<file path="config.mk">
export PLATFORM = sky130hd
export DESIGN_NAME = sgp_div
export DESIGN_NICKNAME = d
export VERILOG_FILES = /design/src/rtl/sgp_pkg.sv /design/src/rtl/sgp_div.sv
export SDC_FILE = /design/constraint.sdc
export NUM_CORES = 1
export LEC_CHECK = 0
export BUFFER_PORTS_ARGS = -buffer_cell sky130_fd_sc_hd__buf_2
export CAP_MARGIN = 20
export CORE_MARGIN = 4
export CORE_UTILIZATION = 45
export DETAILED_ROUTE_END_ITERATION = 10
export MAX_ROUTING_LAYER = met4
export PLACE_DENSITY_LB_ADDON = 0.15
export SETUP_SLACK_MARGIN = 0.4
export SLEW_MARGIN = 20
export SYNTH_ARGS = -nofsm -noshare
export SYNTH_HDL_FRONTEND = slang
export SYNTH_SLANG_ARGS = --single-unit
</file>
<file path="constraint.sdc">
create_clock -name clk_i -period 7.01 [get_ports clk_i]
set_input_delay 1.0515 -clock clk_i [delete_from_list [all_inputs] [get_ports clk_i]]
set_output_delay 1.0515 -clock clk_i [all_outputs]
set_load 0.05 [all_outputs]
</file>
<file path="src/rtl/sgp_pkg.sv">
// ----------------------------------------------------------------------------
// sgp_pkg: shared types for the Sophie Germain prime tester
// Status word that the remainder unit returns to the sequencer.
// ----------------------------------------------------------------------------
package sgp_pkg;

  // Smallest prime; values below it are never prime
  localparam int unsigned SMALLEST_PRIME = 2;

  // Remainder unit status, valid for one cycle when done is high
  typedef struct packed {
    logic done;
    logic rem_zero;
  } div_stat_t;

endpackage

</file>
<file path="src/rtl/sgp_div.sv">
// ----------------------------------------------------------------------------
// sgp_div: bit-serial restoring remainder unit
// Computes dividend mod divisor, one dividend bit per cycle.
// ----------------------------------------------------------------------------
module sgp_div #(
  parameter int WIDTH = 17
) (
  input  logic              clk_i,
  input  logic              rst_ni,
  input  logic              start_i,
  input  logic [WIDTH-1:0]  dividend_i,
  input  logic [WIDTH-1:0]  divisor_i,
  output sgp_pkg::div_stat_t stat_o
);

  localparam int CW = $clog2(WIDTH + 1);

  logic             busy_q;
  logic             done_q;
  logic [CW-1:0]    cnt_q;
  logic [WIDTH-1:0] rem_q;
  logic [WIDTH-1:0] sh_q;
  logic [WIDTH:0]   trial;

  // Shift the next dividend bit into the partial remainder
  assign trial = {rem_q, sh_q[WIDTH-1]};

  // Load on start, then count the remainder steps and flag done after the last
  always_ff @(posedge clk_i or negedge rst_ni) begin
    if (!rst_ni) begin
      busy_q <= 1'b0;
      done_q <= 1'b0;
      cnt_q  <= '0;
    end else begin
      done_q <= 1'b0;
      if (start_i) begin
        busy_q <= 1'b1;
        cnt_q  <= CW'(WIDTH);
      end else if (busy_q) begin
        cnt_q <= cnt_q - CW'(1);
        if (cnt_q == CW'(1)) begin
          busy_q <= 1'b0;
          done_q <= 1'b1;
        end
      end
    end
  end

  // Datapath registers need no reset
  always_ff @(posedge clk_i) begin
    if (start_i) begin
      rem_q <= '0;
      sh_q  <= dividend_i;
    end else if (busy_q) begin
      sh_q <= sh_q << 1;
      if (trial >= {1'b0, divisor_i}) begin
        rem_q <= WIDTH'(trial - {1'b0, divisor_i});
      end else begin
        rem_q <= trial[WIDTH-1:0];
      end
    end
  end

  assign stat_o.done     = done_q;
  assign stat_o.rem_zero = (rem_q == '0);

endmodule

</file>
==> results <==
- The multi-input logic area is about 1600 sq um.
- The routability-driven placement congestion ratio is about 0.84.
- The length of the first detailed-routing pass in iterations is 4.
- The multiplexer share of the synthesized area is 0.0691.
- The count of flip-flops with a built-in enable after synthesis is 17.
- The total of fill cells in the finished design is 570.
- The CTS root buffer is sky130_fd_sc_hd__clkbuf_8.
- Between clock sinks in the finished design, the worst skew comes to 3.66 ps.
- The total area inside the core boundary comes to between 5000 and 6000 sq um.
- The number of clock buffers inserted by TritonCTS is 5.
- In this run the tightest slew margin relative to its limit is 0.416.
- The post-CTS setup repair buffer count is 0.
- Summing internal, switching and leakage power gives around 0.0011 W.
- Along the worst path, the maximum fanout reaches 16.
- The setup path with the least slack is of type primary input to register.
- The number of DRC violations after detailed-routing iteration 0 is 121.
- Gates resized during post-CTS repair numbered 0.
- No sink is reached through more buffers than the 2 on the longest clock path.
- The number of warnings reported in the yosys synthesis log is 0.
- Of the total synthesized cell area, the portion taken by full adders, half adders and majority gates is 0.0936.
- Walking the worst path, the cells encountered are buf_2 -> ha_1 -> inv_1 -> fa_1 -> a21o_1 -> a311o_2 -> a31oi_4 -> o21ai_4 -> a21oi_4 -> nand2_1 -> a311oi_2.
- Setup repair after global routing left no endpoint under its margin.
- After synthesis the netlist holds a flip-flop and latch count of between 40 and 50.
- The startpoint class of the critical path is a primary input.
- The routed design could run at a clock period as short as 3330 ps.
- The simple-gate area share of the yosys netlist is 0.166.
- Summing over every cut layer, the via total after detailed routing is around 2,200.
- The number of rows in the core area is 28.
- The number of standard cells in the final layout excluding fillers is a little under 400.
- For this run, the total global-route usage over all layers was measured as 0.175.
- Port buffering added 38 buffers.
- The final non-filler cell area is a little over 3000 sq um.
- STA puts the critical path data required time at roughly 7200 ps.
- The wire length of the first global-routing pass is approximately 10,000 um.
- In this run the static leakage power is about 1.3 nW.
- For this run, asynchronously set or reset flops after synthesis account for 0.171.
- For this configuration, the core starts out at a cell density of 0.465.
- The area of placed instances is around 3000 sq um.
- Of the total synthesized cell area, the portion taken by XOR and XNOR cells is 0.0573.
- The maximum vdd drop is roughly 160 uV.
- The most used standard cell by instance count after synthesis is sky130_fd_sc_hd__inv_1.
- STA classifies the critical path endpoint as a register.
- The power density over the cells is between 300 and 400 nW/um^2.
- The CTS tree is built.
- The total area of sequential cells is approximately 1000 sq um.
- Of the cells placed in the final design, the portion with a size suffix greater than 1 is 0.237.
- The area growth from synthesis to layout is 12.0%.
- The upper clock frequency limit is ~0.3 GHz.
- In the final routed layout, each cell accounts on average for roughly 15 um.
- The clock-pin slew of the registers on the worst-case setup and hold paths is ~80 ps.
- After detailed routing, the number of vias per cell comes to roughly 5.6.
- The routed design has slightly below 6000 um of wire.
- After synthesis, the cell types taking the most area are sky130_fd_sc_hd__edfxtp_1 (19%), sky130_fd_sc_hd__dfxtp_1 (12%), sky130_fd_sc_hd__ha_1 (8.6%).
- The transition time at the pin with the least slew margin is between 800 and 900 ps.
- At the worst endpoint, the arrival time is about 3500 ps.
- After technology mapping, the gate count stands at between 200 and 300.
- The largest net degree at the start of global routing is 38.
- The flow ran to the end, and the final reports show no timing, DRC or antenna violations.
- The commonest cells after synthesis are sky130_fd_sc_hd__inv_1 (24), sky130_fd_sc_hd__nand2_1 (20), sky130_fd_sc_hd__ha_1 (19).
- The most instantiated flip-flop cell in the synthesis netlist is sky130_fd_sc_hd__edfxtp_1.
- The number of global-route vias before repair was between 2,000 and 2,500.
- After global routing the overflow that remains totals 0.
- The final standard cell utilization of the core is 0.520.
- The number of hold buffers added after CTS was 0.
- The number of nets with antenna violations after routing is 0.
- The number of sinks on the clock net is between 40 and 50.
- The number of antenna violations at the first check in global routing is 0.
- The total placed cells including tap cells is 383.
- For the worst-skew pair, the clock arrives at the later sink with an insertion delay of roughly 290 ps.
- For this run, the register share of the synthesized area comes to 0.373.
- The number of placed I/O pins is 39.
- The synthesized net count is 340.
- The main combinational cell family by area after synthesis is compound AO/OA/AOI/OAI gates.
- The compound-gate portion of the synthesized area was 0.184.
- The width of the chip is 86.2 um.
- Synthesis instantiated 53 different standard cells from the library.
- The number of antenna repair diodes is 0.
- In this run the number of H-tree levels came out at 2.
- The classification of the worst-slack hold path is register to register.
- The share of the cycle needed by the critical path after routing is 0.475.
- In the routed design, unresolved DRC markers number 0.
- The count of final max-slew check failures is 0.
- The fraction of post-synthesis cell area in the top cell type by area is 0.185.
- The cell type with the largest total area after synthesis is sky130_fd_sc_hd__edfxtp_1.
- The cell area after synthesis is about 2800 sq um.
- The die covers roughly 7400 sq um.
- For the final routed database, the setup TNS stands at 0 ps.
- The vertical die dimension is between 80 and 90 um.
- For this run, the slowest stage of the critical path takes about 420 ps.
- Max-cap violations in this run came to 0.
- The post-synthesis average cell area is 9.73 sq um.
- The half-perimeter wire length of the detailed placement result is between 4000 and 5000 um.
- The hold violation count in the final report was 0.
- Setup violations remaining at the end of the flow were counted as 0.
- Among all stages on the critical path, the largest delay is contributed by sky130_fd_sc_hd__a311o_2.
- The number of nets in the layout is approximately 370.
[final cells by class]
cell class	instances	area share
tap	75	0.0305
clock inverter	3	0.0134
timing repair buffer	38	0.0617
inverter	24	0.0292
clock buffer	5	0.0223
multi-input combinational	205	0.510
sequential	41	0.333
[metrics by stage]
stage	worst slack (ps)	hold slack, ps
4_1_cts	3680	530
3_3_place_gp	3430	505
5_1_grt	3470	565
2_1_floorplan	3760	480
6_report	3680	525
3_5_place_dp	3370	512
[state kept, by name, indices dropped and copies added (netlist names)]
register  cells
done_q        1
busy_q        1
cnt_q         5
sh_q         17
rem_q        17
[layer usage]
layer	vias up	part of all wire	wire, um	global-route usage
met5	-	0	0	-
li1	1101	-	-	-
met1	1040	0.47	2750	0.234
met3	7	0.040	234	0.0304
met4	0	0.0091	53	0.0510
met2	48	0.48	2770	0.273
[placed cells by master (no fill, tap or decap), types with 5 or more instances in the layout]
cell type	count
sky130_fd_sc_hd__nand3_1	13
sky130_fd_sc_hd__inv_1	24
sky130_fd_sc_hd__mux2_2	16
sky130_fd_sc_hd__a21o_1	7
sky130_fd_sc_hd__nor3_1	6
sky130_fd_sc_hd__dfxtp_1	17
sky130_fd_sc_hd__edfxtp_1	17
sky130_fd_sc_hd__dfrtp_1	7
sky130_fd_sc_hd__ha_1	19
sky130_fd_sc_hd__clkbuf_8	5
sky130_fd_sc_hd__xnor2_1	14
sky130_fd_sc_hd__a211oi_1	5
sky130_fd_sc_hd__a21oi_1	12
sky130_fd_sc_hd__nand2b_1	7
sky130_fd_sc_hd__nand2_1	20
sky130_fd_sc_hd__o21ai_0	8
sky130_fd_sc_hd__buf_2	38
sky130_fd_sc_hd__nor2_1	17
[cells by family (layout without fill, tap and decap cells)]
logic type                 after synthesis  in the layout
AOI/OAI and AO/OA                       63             63
xor gates and xnor gates                18             18
adders and majority gates               20             20
buffers and inverters                   37             70
DFF                                     41             41
muxes                                   17             17
and+or+nand+nor                         87             87
[power breakdown]
part	total (W)	switching, W	internal, W	leakage (nW)
combinational	0.000554	0.000315	0.000240	0.872
sequential	0.000396	0.0000716	0.000325	0.403
clock	0.000190	0.0000851	0.000105	0.0518
total	0.00114	0.000471	0.000669	1.33
[final timing paths]
path	startpoint	end	slack, ps	cells after the start
max in group asynchronous	rst_ni	busy_q	6270	1
min in group asynchronous	rst_ni	cnt_q[3]	580	1
worst min register to register	rem_q[3]	rem_q[3]	520	2
worst max-delay path	divisor_i[0]	rem_q[1]	3680	11
worst max register to register	sh_q[16]	rem_q[1]	4030	11
worst min-delay path	rem_q[3]	rem_q[3]	520	2
[worst max-delay path, delay by kind of cell]
kind / cells / cell delay [ps]
compound gates: 6 / 1670
fa+ha+maj: 2 / 550
buf+inv: 2 / 130
simple gates: 1 / 130
Power figures use the tool's default switching activity.
